**src/rtl/jadm_pkg.sv**
```systemverilog
package jadm_pkg;

	// converter full scale of an axis reading
	localparam int ADC_FULL_SCALE = 1023;
	localparam int ADC_W = $clog2(ADC_FULL_SCALE + 1);

	// reciprocal of full scale times 200, exact floor for every reading up to full scale
	localparam int PCT_SH = 32;
	localparam logic [63:0] PCT_MUL =
		((64'd200 << PCT_SH) + 64'(ADC_FULL_SCALE) - 64'd1) / 64'(ADC_FULL_SCALE);
	localparam int PCT_MUL_W = $clog2(PCT_MUL + 64'd1);
	localparam int PCT_PROD_W = ADC_W + PCT_MUL_W;

	// divide by 100 as multiply and shift, exact for products up to 200 * 255
	localparam int DIV100_SH = 23;
	localparam logic [16:0] DIV100_MUL = 17'(((64'd1 << DIV100_SH) + 64'd99) / 64'd100);

	// scaling divider: two quotient bits per stage
	localparam int DIV_BITS_PER_STAGE = 2;

	// pipeline depth from input register to output register
	localparam int NSTAGE = 11;

	// configuration register indexes
	localparam int CFG_IDX_W = 2;
	localparam logic [CFG_IDX_W-1:0] REG_MAX_PWM = 2'd0;
	localparam logic [CFG_IDX_W-1:0] REG_DEADZONE = 2'd1;

	// one load enable per pipeline stage
	typedef logic [NSTAGE:1] stage_en_t;

	// coding of a raw axis reading
	typedef enum logic [3:0] {
		CLS_PASS = 4'b0001,
		CLS_ADC  = 4'b0010,
		CLS_LOW  = 4'b0100,
		CLS_HIGH = 4'b1000
	} axis_cls_t;

	// one motor lane travelling through the scaling divider
	typedef struct packed {
		logic [16:0]       rem;
		logic [8:0]        divisor;
		logic [7:0]        quo;
		logic              scale;
		logic              neg;
		logic signed [8:0] plain;
	} div_lane_t;

endpackage

```
**src/rtl/jadm_axis.sv**
```systemverilog
module jadm_axis (
	input  logic                clk,
	input  jadm_pkg::stage_en_t en,
	input  logic [7:0]          max_pwm,
	input  logic [6:0]          deadzone_percent,
	input  logic signed [15:0]  raw,
	output logic [8:0]          scaled
);

	jadm_pkg::axis_cls_t cls_c;
	logic [jadm_pkg::PCT_PROD_W-1:0] pct_prod;

	jadm_pkg::axis_cls_t cls_s1;
	logic [7:0] pass_s1;
	logic [7:0] top_s1;

	logic signed [7:0] pct_c;
	logic [6:0] mag_c;
	logic signed [7:0] pct_s2;

	logic [7:0] off_c;
	logic [15:0] n_s3;

	logic [32:0] q_prod;
	logic [8:0] q_s4;

	// classify the raw reading
	always_comb begin
		priority if (raw >= -16'sd100 && raw <= 16'sd100) begin
			cls_c = jadm_pkg::CLS_PASS;
		end else if (raw[15]) begin
			cls_c = jadm_pkg::CLS_LOW;
		end else if ({1'b0, raw} <= 17'(jadm_pkg::ADC_FULL_SCALE)) begin
			cls_c = jadm_pkg::CLS_ADC;
		end else begin
			cls_c = jadm_pkg::CLS_HIGH;
		end
	end

	// converter reading times 200 over full scale
	assign pct_prod = jadm_pkg::PCT_PROD_W'(raw[jadm_pkg::ADC_W-1:0])
		* jadm_pkg::PCT_PROD_W'(jadm_pkg::PCT_MUL[jadm_pkg::PCT_MUL_W-1:0]);

	always_ff @(posedge clk) begin
		if (en[1]) begin
			cls_s1 <= cls_c;
			pass_s1 <= raw[7:0];
			top_s1 <= pct_prod[jadm_pkg::PCT_SH +: 8];
		end
	end

	// percent select and deadzone
	always_comb begin
		unique case (cls_s1)
			jadm_pkg::CLS_PASS: pct_c = pass_s1;
			jadm_pkg::CLS_ADC:  pct_c = 8'(top_s1 - 8'd100);
			jadm_pkg::CLS_LOW:  pct_c = -8'sd100;
			jadm_pkg::CLS_HIGH: pct_c = 8'sd100;
			default:            pct_c = 8'sd0;
		endcase
		mag_c = 7'(pct_c[7] ? -pct_c : pct_c);
	end

	always_ff @(posedge clk) begin
		if (en[2]) begin
			pct_s2 <= (mag_c <= deadzone_percent) ? 8'sd0 : pct_c;
		end
	end

	// offset percent times max pwm
	assign off_c = 8'(pct_s2) + 8'd100;

	always_ff @(posedge clk) begin
		if (en[3]) begin
			n_s3 <= 16'(off_c) * 16'(max_pwm);
		end
	end

	// divide by 100
	assign q_prod = 33'(n_s3) * 33'(jadm_pkg::DIV100_MUL);

	always_ff @(posedge clk) begin
		if (en[4]) begin
			q_s4 <= q_prod[jadm_pkg::DIV100_SH +: 9];
		end
	end

	assign scaled = q_s4;

endmodule

```
**src/rtl/jadm_mix.sv**
```systemverilog
module jadm_mix (
	input  logic                clk,
	input  jadm_pkg::stage_en_t en,
	input  logic [7:0]          max_pwm,
	input  logic [8:0]          turn_off,
	input  logic [8:0]          fwd_off,
	output jadm_pkg::div_lane_t lane_l,
	output jadm_pkg::div_lane_t lane_r
);

	logic signed [9:0] fwd_c;
	logic signed [9:0] turn_c;
	logic signed [9:0] left_s5;
	logic signed [9:0] right_s5;

	logic [8:0] al_c;
	logic [8:0] ar_c;
	logic [8:0] largest_c;
	logic scale_c;

	jadm_pkg::div_lane_t lane_l_s6;
	jadm_pkg::div_lane_t lane_r_s6;

	// remove the offset and mix the two axes
	assign fwd_c = $signed({1'b0, fwd_off}) - $signed({2'b00, max_pwm});
	assign turn_c = $signed({1'b0, turn_off}) - $signed({2'b00, max_pwm});

	always_ff @(posedge clk) begin
		if (en[5]) begin
			left_s5 <= fwd_c + turn_c;
			right_s5 <= fwd_c - turn_c;
		end
	end

	// magnitudes, largest and the scaling dividends
	assign al_c = 9'(left_s5[9] ? -left_s5 : left_s5);
	assign ar_c = 9'(right_s5[9] ? -right_s5 : right_s5);
	assign largest_c = (al_c > ar_c) ? al_c : ar_c;
	assign scale_c = largest_c > {1'b0, max_pwm};

	always_ff @(posedge clk) begin
		if (en[6]) begin
			lane_l_s6.rem <= 17'(al_c) * 17'(max_pwm);
			lane_l_s6.divisor <= largest_c;
			lane_l_s6.quo <= '0;
			lane_l_s6.scale <= scale_c;
			lane_l_s6.neg <= left_s5[9];
			lane_l_s6.plain <= 9'(left_s5);
			lane_r_s6.rem <= 17'(ar_c) * 17'(max_pwm);
			lane_r_s6.divisor <= largest_c;
			lane_r_s6.quo <= '0;
			lane_r_s6.scale <= scale_c;
			lane_r_s6.neg <= right_s5[9];
			lane_r_s6.plain <= 9'(right_s5);
		end
	end

	assign lane_l = lane_l_s6;
	assign lane_r = lane_r_s6;

endmodule

```
**src/rtl/jadm_div.sv**
```systemverilog
module jadm_div (
	input  logic                clk,
	input  jadm_pkg::stage_en_t en,
	input  jadm_pkg::div_lane_t lane_in,
	output jadm_pkg::div_lane_t lane_out
);

	jadm_pkg::div_lane_t div_s7;
	jadm_pkg::div_lane_t div_s8;
	jadm_pkg::div_lane_t div_s9;
	jadm_pkg::div_lane_t div_s10;

	// two restoring steps, quotient bits hi and hi-1
	function automatic jadm_pkg::div_lane_t div_step(
		input jadm_pkg::div_lane_t d,
		input logic [2:0] hi
	);
		jadm_pkg::div_lane_t r;
		logic [16:0] trial;
		logic [2:0] k;
		r = d;
		for (int b = 0; b < jadm_pkg::DIV_BITS_PER_STAGE; b++) begin
			k = hi - 3'(b);
			trial = 17'(r.divisor) << k;
			if (r.rem >= trial) begin
				r.rem = r.rem - trial;
				r.quo[k] = 1'b1;
			end
		end
		return r;
	endfunction

	// quotient bits 7 and 6
	always_ff @(posedge clk) begin
		if (en[7]) begin
			div_s7 <= div_step(lane_in, 3'd7);
		end
	end

	// quotient bits 5 and 4
	always_ff @(posedge clk) begin
		if (en[8]) begin
			div_s8 <= div_step(div_s7, 3'd5);
		end
	end

	// quotient bits 3 and 2
	always_ff @(posedge clk) begin
		if (en[9]) begin
			div_s9 <= div_step(div_s8, 3'd3);
		end
	end

	// quotient bits 1 and 0
	always_ff @(posedge clk) begin
		if (en[10]) begin
			div_s10 <= div_step(div_s9, 3'd1);
		end
	end

	assign lane_out = div_s10;

endmodule

```
**src/rtl/joystick_arcade_drive_mixer.sv**
```systemverilog
// Arcade drive mixer: each input beat carries a raw turn (raw_x) and forward (raw_y) reading,
// either a percent in -100..100 or a 101..1023 converter value, and gives one output beat with
// signed left and right motor drive in -max_pwm..max_pwm. The datapath is an 11-stage
// pipeline: one beat is accepted every cycle while in_stall is low. The stages are the four
// axis stages (three of them multiplies), the two mix stages, the four-stage scaling divider,
// which resolves two quotient bits per stage, and the output register. A stall on the
// output holds only the full stages; empty stages ahead keep filling, so in_stall rises
// only once every stage holds a beat. The configuration port is always ready; registers are
// read by the stages as beats pass, so a write also reaches beats in flight. The user must
// write them only while the block is idle; the block itself does not enforce this.
module joystick_arcade_drive_mixer (
	input  logic                              clk,
	input  logic                              arst_n,
	input  logic                              in_valid,
	output logic                              in_stall,
	input  logic signed [15:0]                raw_x,
	input  logic signed [15:0]                raw_y,
	output logic                              out_valid,
	input  logic                              out_stall,
	output logic signed [8:0]                 left_pwm,
	output logic signed [8:0]                 right_pwm,
	input  logic                              cfg_valid,
	output logic                              cfg_ready,
	input  logic [jadm_pkg::CFG_IDX_W-1:0]    cfg_index,
	input  logic [7:0]                        cfg_data
);

	logic [7:0] max_pwm_q;
	logic [6:0] deadzone_q;

	logic [jadm_pkg::NSTAGE:1] vld_q;
	jadm_pkg::stage_en_t en;

	logic [8:0] turn_off;
	logic [8:0] fwd_off;
	jadm_pkg::div_lane_t mix_l;
	jadm_pkg::div_lane_t mix_r;
	jadm_pkg::div_lane_t div_l;
	jadm_pkg::div_lane_t div_r;

	logic signed [8:0] left_c;
	logic signed [8:0] right_c;
	logic signed [8:0] left_s11;
	logic signed [8:0] right_s11;

	// configuration registers
	assign cfg_ready = 1'b1;

	always_ff @(posedge clk or negedge arst_n) begin
		if (!arst_n) begin
			max_pwm_q <= 8'd255;
			deadzone_q <= 7'd5;
		end else if (cfg_valid && cfg_ready) begin
			unique case (cfg_index)
				jadm_pkg::REG_MAX_PWM:  max_pwm_q <= cfg_data;
				jadm_pkg::REG_DEADZONE: deadzone_q <= cfg_data[6:0];
				default: ;
			endcase
		end
	end

	// stage enables: a stage loads when empty or when the next one loads
	always_comb begin
		en[jadm_pkg::NSTAGE] = !vld_q[jadm_pkg::NSTAGE] || !out_stall;
		for (int i = jadm_pkg::NSTAGE - 1; i >= 1; i--) begin
			en[i] = !vld_q[i] || en[i+1];
		end
	end

	assign in_stall = !en[1];

	// valid bits travel with the data
	always_ff @(posedge clk or negedge arst_n) begin
		if (!arst_n) begin
			vld_q <= '0;
		end else begin
			if (en[1]) begin
				vld_q[1] <= in_valid;
			end
			for (int i = 2; i <= jadm_pkg::NSTAGE; i++) begin
				if (en[i]) begin
					vld_q[i] <= vld_q[i-1];
				end
			end
		end
	end

	// axis normalisation and pwm mapping
	jadm_axis u_axis_x (
		.clk              (clk),
		.en               (en),
		.max_pwm          (max_pwm_q),
		.deadzone_percent (deadzone_q),
		.raw              (raw_x),
		.scaled           (turn_off)
	);

	jadm_axis u_axis_y (
		.clk              (clk),
		.en               (en),
		.max_pwm          (max_pwm_q),
		.deadzone_percent (deadzone_q),
		.raw              (raw_y),
		.scaled           (fwd_off)
	);

	// differential mix
	jadm_mix u_mix (
		.clk      (clk),
		.en       (en),
		.max_pwm  (max_pwm_q),
		.turn_off (turn_off),
		.fwd_off  (fwd_off),
		.lane_l   (mix_l),
		.lane_r   (mix_r)
	);

	// scaling dividers, one per motor
	jadm_div u_div_l (
		.clk      (clk),
		.en       (en),
		.lane_in  (mix_l),
		.lane_out (div_l)
	);

	jadm_div u_div_r (
		.clk      (clk),
		.en       (en),
		.lane_in  (mix_r),
		.lane_out (div_r)
	);

	// pick scaled or plain value and restore the sign
	assign left_c = !div_l.scale ? div_l.plain
		: (div_l.neg ? 9'(9'd0 - {1'b0, div_l.quo}) : 9'({1'b0, div_l.quo}));
	assign right_c = !div_r.scale ? div_r.plain
		: (div_r.neg ? 9'(9'd0 - {1'b0, div_r.quo}) : 9'({1'b0, div_r.quo}));

	// output register
	always_ff @(posedge clk) begin
		if (en[jadm_pkg::NSTAGE]) begin
			left_s11 <= left_c;
			right_s11 <= right_c;
		end
	end

	assign out_valid = vld_q[jadm_pkg::NSTAGE];
	assign left_pwm = left_s11;
	assign right_pwm = right_s11;

endmodule

```
**config.mk**
```make
export PLATFORM = sky130hd
export DESIGN_NAME = joystick_arcade_drive_mixer
export DESIGN_NICKNAME = d
export VERILOG_FILES = /design/src/rtl/jadm_pkg.sv /design/src/rtl/jadm_axis.sv /design/src/rtl/jadm_mix.sv /design/src/rtl/jadm_div.sv /design/src/rtl/joystick_arcade_drive_mixer.sv
export SDC_FILE = /design/constraint.sdc
export NUM_CORES = 2
export LEC_CHECK = 0
export ABC_AREA = 1
export BUFFER_PORTS_ARGS = -buffer_cell sky130_fd_sc_hd__buf_2
export CELL_PAD_IN_SITES_DETAIL_PLACEMENT = 1
export CELL_PAD_IN_SITES_GLOBAL_PLACEMENT = 1
export CORE_ASPECT_RATIO = 1.75
export CORE_MARGIN = 2
export CORE_UTILIZATION = 55
export DETAILED_ROUTE_END_ITERATION = 10
export PLACE_DENSITY_LB_ADDON = 0.05
export SETUP_SLACK_MARGIN = 0.02
export SYNTH_ARGS = -nofsm -noshare
export SYNTH_HDL_FRONTEND = slang
export SYNTH_SLANG_ARGS = --single-unit
export TNS_END_PERCENT = 10
```
**constraint.sdc**
```tcl
create_clock -name clk -period 22.2 [get_ports clk]
set_clock_uncertainty 0.1 [all_clocks]
set_input_delay 3.33 -clock clk [delete_from_list [all_inputs] [get_ports clk]]
set_output_delay 3.33 -clock clk [all_outputs]
set_load 0.01 [all_outputs]
```
---- Yosys cells after proc, flatten, opt, wreduce, memory -nomap -nowiden ----
Index checks and enable logic that the tools add are counted.
W data, S select, Z words.
cells by class
  $add $sub $neg .......................... 28
  $mul .................................... 8
  divide/modulo/power cells ............... 0
  magnitude comparators ................... 26
  equality and inequality tests ........... 9
  shifts and indexed selects .............. 0
  muxes and demuxes ....................... 37
  bitwise logic cells ..................... 0
  reduce and logical (&&, ||, !) cells .... 31
operator list
  cell                      count
  $mux W17                  22
  $mul A10 B30 Y40 const B  2
  $mul A16 B17 Y32 const B  2
  $pmux W8 S4               2
  $mux W9                   7
  $ge A17 B10 Y1            2
  $ge A17 B11 Y1            2
  $ge A17 B12 Y1            2
  $ge A17 B13 Y1            2
  $ge A17 B14 Y1            2
  $ge A17 B15 Y1            2
  $ge A17 B16 Y1            2
  $ge A17 B9 Y1             2
  $mul A9 B8 Y17            2
  $sub A17 B10 Y17          2
  $sub A17 B11 Y17          2
  $sub A17 B12 Y17          2
  $sub A17 B13 Y17          2
  $sub A17 B14 Y17          2
  $sub A17 B15 Y17          2
  $sub A17 B16 Y17          2
  $ge A16 B8 Y1 const B     2
  $le A16 B10 Y1 const B    2
  $le A16 B8 Y1 const B     2
  other kinds (26)          66
word-level totals
  flip-flop bits (word level) ............. 487
  latch bits .............................. 0
  memory bits (writable) .................. 0
  bits in read-only memories .............. 0
  input bits .............................. 47
  output and inout bits ................... 21
  word-level logic and storage cells ...... 229
  memories kept ........................... 0

---- Logic depth before layout (Yosys ltp) ----
  depth after elaboration ................. 13
  depth in mapped cells ................... 28
  gate-level depth less buffers ........... 27

---- Hierarchy ----
From an unflattened synthesis, not the netlist that was laid out.
second synthesis, totals
  cells, all modules ...................... 7,174
  area, all modules ....................... 59,772.3 um^2
by module, submodules not included
  module                       instances  cells an instance  area each (um^2)  seq. area each (um^2)
  jadm_axis (u_axis_y)         1          1,618              12,618.4          1,591.5
  jadm_axis (u_axis_x)         1          1,594              12,543.3          1,591.5
  jadm_div (u_div_l)           1          1,277              11,328.4          5,405.2
  jadm_div (u_div_r)           1          1,283              11,327.1          5,405.2
  jadm_mix                     1          1,179              9,854.5           2,402.3
  joystick_arcade_drive_mixer  1          223                2,100.8           1,203.7

---- Worst setup path after synthesis ----
No wires, ideal clock.
  kind .................................... input-to-output
  from .................................... input port out_stall
  to ...................................... output port in_stall
  data arrival time ....................... 8.733 ns
  required time ........................... 18.770 ns
  slack ................................... 10.037 ns
  stages .................................. 14
  path through ............................ nand2_1 -> nor2_1 -> inv_1 -> nor2_1 -> inv_2 -> nor2_2 -> nand2_2 -> nor2_2 -> nand2_2 -> nor2_2 -> nand2_2 -> nor2_2 -> nand2_1 -> inv_1
on the way
  word-level cells in the longest chain between the ends .. 13
ends and longest elaborated chain
  element                           RTL line                           RTL
  start, declared                   joystick_arcade_drive_mixer.sv:19  input logic out_stall,
  $logic_not A1 Y1                  joystick_arcade_drive_mixer.sv:64  en[jadm_pkg::NSTAGE] = !vld_q[jadm_pkg::NSTAGE] || !out_stall;
  $logic_or A1 B1 Y1                joystick_arcade_drive_mixer.sv:64
  $logic_or A1 B1 Y1                joystick_arcade_drive_mixer.sv:66  en[i] = !vld_q[i] || en[i+1];
  net en[9]                         joystick_arcade_drive_mixer.sv:32  jadm_pkg::stage_en_t en;
  $logic_or A1 B1 Y1                joystick_arcade_drive_mixer.sv:66
  net en[8]                         joystick_arcade_drive_mixer.sv:32
  $logic_or A1 B1 Y1 (2 in series)  joystick_arcade_drive_mixer.sv:66
  net en[6]                         joystick_arcade_drive_mixer.sv:32
  $logic_or A1 B1 Y1 (2 in series)  joystick_arcade_drive_mixer.sv:66
  net en[4]                         joystick_arcade_drive_mixer.sv:32
  $logic_or A1 B1 Y1 (2 in series)  joystick_arcade_drive_mixer.sv:66
  net en[2]                         joystick_arcade_drive_mixer.sv:32
  $logic_or A1 B1 Y1 (2 in series)  joystick_arcade_drive_mixer.sv:66
  $logic_not A1 Y1                  joystick_arcade_drive_mixer.sv:70  assign in_stall = !en[1];
  end, declared                     joystick_arcade_drive_mixer.sv:15  output logic in_stall,
The timed path passes the listed nets, and every way through them passes these cells.

---- Final worst setup path ----
  from .................................... input port out_stall
  to ...................................... output port in_stall
on the way
  word-level cells in the longest chain between the ends .. 13
ends and longest elaborated chain
  element                           RTL line
  $logic_not A1 Y1                  joystick_arcade_drive_mixer.sv:64
  $logic_or A1 B1 Y1                joystick_arcade_drive_mixer.sv:64
  net en[10]                        joystick_arcade_drive_mixer.sv:32
  $logic_or A1 B1 Y1                joystick_arcade_drive_mixer.sv:66
  net en[9]                         joystick_arcade_drive_mixer.sv:32
  $logic_or A1 B1 Y1                joystick_arcade_drive_mixer.sv:66
  net en[8]                         joystick_arcade_drive_mixer.sv:32
  $logic_or A1 B1 Y1 (2 in series)  joystick_arcade_drive_mixer.sv:66
  net en[6]                         joystick_arcade_drive_mixer.sv:32
  $logic_or A1 B1 Y1 (2 in series)  joystick_arcade_drive_mixer.sv:66
  net en[4]                         joystick_arcade_drive_mixer.sv:32
  $logic_or A1 B1 Y1 (2 in series)  joystick_arcade_drive_mixer.sv:66
  net en[2]                         joystick_arcade_drive_mixer.sv:32
  $logic_or A1 B1 Y1 (2 in series)  joystick_arcade_drive_mixer.sv:66
  $logic_not A1 Y1                  joystick_arcade_drive_mixer.sv:70
The timed path passes the listed nets, and every way through them passes these cells.

==> summary.txt <==
status -> finished clean
count of pins over their slew limit -> 0
required time of the worst setup path -> 18.77 ns
footprint of the multi-input gates -> 0.0332 mm2
initial antenna violation count -> 1
Crit Reg-Reg Endpoint -> u_mix.lane_l[42]$_DFFE_PP_
setup tns final -> 0 ns
number of endpoints failing setup at the final stage -> 0
antenna-violating nets left -> 0
transition time of the tightest slew-check pin -> 1.14 ns
register-to-register setup slack -> 15.57 ns
r2r worst-path depth -> 23
H-Tree Level Count -> 2
Placement Setup Slack -> 10.65 ns
critical setup path kind -> input port to output pin
CTS Buffer Depth -> 3
buffer cell driving the clock tree root -> sky130_fd_sc_hd__clkbuf_16
commonest cells after routing, fill and taps aside -> sky130_fd_sc_hd__inv_1, sky130_fd_sc_hd__nand2_1, sky130_fd_sc_hd__ha_1
routability cong. -> 0.930
Detailed Route WL -> 157,000 um
share of post-route cells with drive strength above 1 -> 5.53%
fin crit share -> 52.0%
cts bufs inserted -> 49
utilization of the core after routing -> 58.7%
Final Hold Vio Count -> 0
Crit Path Max Fanout -> 67
dominant register cell in the synthesized netlist -> sky130_fd_sc_hd__edfxtp_1
fin crit period -> 11.54 ns
mean instance size in the synthesized netlist -> 8.59 um2
routed via count divided by cell count -> 5.67
via count of the first global-routing pass -> 47.7k
most common cell after layout, fill and taps aside -> sky130_fd_sc_hd__inv_1
main area contributors after synthesis -> sky130_fd_sc_hd__edfxtp_1, sky130_fd_sc_hd__ha_1, sky130_fd_sc_hd__fa_1
Max-slew headroom -> 23.0%
Seq cells post-synth -> 473
post-synth cell types -> 70
Worst setup endpoint -> in_stall
worst setup slack after layout -> 10.66 ns
overflow left after global routing -> 0
area occupied by registers -> 0.0141 mm2
IO Pins -> 68
number of placement rows -> 150
DPL Wire Length -> 133,000 um
Mapped Nets -> 7,344
post-cts sizing count -> 0
sequential element share of the synthesized area -> 26.8%
cell area after synthesis -> 0.0525 mm2
number of buffers inserted to repair setup after CTS -> 0
Syn. warnings -> 0
number of hold buffers added after CTS -> 0
Worst Setup SP -> out_stall
largest area contributor in the synthesized netlist -> sky130_fd_sc_hd__edfxtp_1
full die area -> 0.0981 mm2
Sink Count -> 473
Total Routing Usage GR -> 32.3%
count of flip-flops with a built-in enable after synthesis -> 447
count of TritonRoute iterations in the first routing pass -> 5
class of the worst hold path -> flop to flop
post-synthesis cell count -> 6,113
number of buffer cells added on primary ports -> 66
reg-to-reg critical path startpoint -> u_mix.right_s5[0]$_DFFE_PP_
clk_lat worst skew -> 0.65 ns
number of DRC violations after detailed-routing iteration 0 -> 1,474
FILL cells -> 11.4k
clock-pin transition on the worst setup and hold timing paths -> 0.06 ns
number of design rule violations left after detail routing -> 0
initial standard-cell utilization of the core -> 55.2%
die boundary height -> 413 um
arrival time at the worst endpoint -> 8.11 ns
global-route wire length before repair -> 245,000 um
pin count of the biggest net entering global routing -> 70
post-DR wirelength/cell -> 21.1 um
highest achievable clock rate -> 86.7 MHz
area added between synthesis and finish -> 6.36%
unrepaired setup endpoints after global routing -> no
portion of synthesized cell area occupied by the leading cell type -> 25.6%
CTS tree -> yes
net count of the finished layout -> 7,416
Async SR Flop Fraction -> 5.50%
crit end category -> output pin
Core ar. -> 0.0952 mm2
Horiz. Die Dim -> 238 um
via total after detailed routing -> 42.2k
max capacitance violation total -> 0
type of element launching the critical path -> input port
-- kinds of logic (layout without fill, tap and decap cells) --
logic type	after synthesis	count (layout)	share of synthesized area [%]
AND/OR/NAND/NOR	2098	2098	17.3
flip-flops	473	473	26.8
other	1	3	0.00714
XOR/XNOR	239	239	3.99
buffers and inverters	1377	1487	10.1
AO/OA/AOI/OAI	739	739	7.95
multiplexers	2	2	0.0429
adder cells (fa/ha/maj)	1184	1184	33.8
-- registers in the layout, summed over array words and instances (netlist names), 16 cells and up --
register and flops:
u_axis_y.n_s3 16, u_div_r.lane_out 18, u_div_r.div_s9 31, u_div_l.div_s9 42
u_div_l.lane_out 18, u_mix.lane_l 34, u_div_r.div_s7 27, u_div_r.div_s8 29
u_div_l.div_s7 38, u_div_l.div_s8 40, u_axis_x.n_s3 16, u_mix.lane_r 27
-- how the worst min path moves through the flow --
| stage | from | to | slack (ns) | cells past startpoint |
|---|---|---|---|---|
| floorplan | u_mix.lane_l[10]$_DFFE_PP_ | u_div_l.div_s7[10]$_DFFE_PP_ | 0.30 | 0 |
| global placement | u_div_r.div_s9[16]$_DFFE_PP_ | u_div_r.lane_out[16]$_DFFE_PP_ | 0.30 | 0 |
| detailed placement | u_div_l.div_s7[6]$_DFFE_PP_ | u_div_l.div_s8[6]$_DFFE_PP_ | 0.31 | 0 |
| CTS | u_mix.lane_l[30]$_DFFE_PP_ | u_div_l.div_s7[30]$_DFFE_PP_ | 0.31 | 0 |
| global route | u_mix.lane_l[30]$_DFFE_PP_ | u_div_l.div_s7[30]$_DFFE_PP_ | 0.31 | 0 |
| finish | u_mix.lane_l[30]$_DFFE_PP_ | u_div_l.div_s7[30]$_DFFE_PP_ | 0.31 | 0 |
-- cell type report --
class | instances | area share (%)
multi-input cells | 4263 | 59.4
flip-flops and latches | 473 | 25.2
inverters | 1311 | 8.82
well taps | 1216 | 2.72
clock buffers | 55 | 2.24
repair buffers | 87 | 0.874
clock inverters | 34 | 0.768
diodes | 2 | 0.00896
-- layer usage --
layer / GRT usage [%] / vias up / wire length, um / part of all wire [%]
met5: 0 / - / 0 / 0
met4: 25.8 / 0 / 14500 / 9.3
met3: 3.07 / 605 / 3590 / 2.3
met2: 67.6 / 908 / 91100 / 58
met1: 26.3 / 20900 / 47500 / 30
li1: - / 19800 / - / -
-- synthesized netlist by cell type (7+ instances only) --
library cell                  n
sky130_fd_sc_hd__inv_1     1290
sky130_fd_sc_hd__nand2_1   1152
sky130_fd_sc_hd__ha_1       792
sky130_fd_sc_hd__edfxtp_1   447
sky130_fd_sc_hd__nor2_1     436
sky130_fd_sc_hd__fa_1       392
sky130_fd_sc_hd__a21oi_1    326
sky130_fd_sc_hd__o21ai_0    234
sky130_fd_sc_hd__nand3_1    200
sky130_fd_sc_hd__xor2_1     160
sky130_fd_sc_hd__nand4_1     81
sky130_fd_sc_hd__xnor2_1     79
sky130_fd_sc_hd__nor3_1      70
sky130_fd_sc_hd__clkbuf_1    37
sky130_fd_sc_hd__or2_2       30
sky130_fd_sc_hd__nand2_2     26
sky130_fd_sc_hd__a31oi_1     23
sky130_fd_sc_hd__nand3b_1    22
sky130_fd_sc_hd__o21a_1      21
sky130_fd_sc_hd__nand3_2     20
sky130_fd_sc_hd__o21bai_1    20
sky130_fd_sc_hd__a21o_1      19
sky130_fd_sc_hd__o21ai_2     18
sky130_fd_sc_hd__inv_2       17
sky130_fd_sc_hd__dfrtp_1     16
sky130_fd_sc_hd__nor2_2      15
sky130_fd_sc_hd__nor4_1      15
sky130_fd_sc_hd__o211ai_1    12
sky130_fd_sc_hd__o31ai_1     12
sky130_fd_sc_hd__dfstp_2     10
sky130_fd_sc_hd__nor2_4      10
sky130_fd_sc_hd__buf_1        8
sky130_fd_sc_hd__o221ai_1     8
sky130_fd_sc_hd__buf_6        7
sky130_fd_sc_hd__nand2_4      7
-- critical path: stages --
cell                      delay (ns)
sky130_fd_sc_hd__buf_2          0.08
sky130_fd_sc_hd__nand2_1        0.42
sky130_fd_sc_hd__nor2_1         0.34
sky130_fd_sc_hd__inv_1          0.10
sky130_fd_sc_hd__nor2_1         0.15
sky130_fd_sc_hd__inv_2          0.16
sky130_fd_sc_hd__nor2_2         0.19
sky130_fd_sc_hd__nand2_2        0.07
sky130_fd_sc_hd__buf_4          0.35
sky130_fd_sc_hd__nor2_2         0.29
sky130_fd_sc_hd__nand2_2        0.32
sky130_fd_sc_hd__nor2_2         0.25
sky130_fd_sc_hd__nand2_2        0.62
sky130_fd_sc_hd__nor2_2         0.37
sky130_fd_sc_hd__nand2_2        0.60
sky130_fd_sc_hd__inv_1          0.25
sky130_fd_sc_hd__buf_2          0.16
-- metrics by stage --
step                hold slack [ns]  instance area [um2]  std cells
floorplan                     0.300                52500       6113
global placement              0.303                54200       7350
detailed placement            0.308                54200       7350
CTS                           0.306                55900       7439
global route                  0.313                55900       7439
finish                        0.310                55900       7441
Power is left out: the tool's default activity adds up to more than one toggle a clock period on the data nets, which glitch-free logic cannot reach.
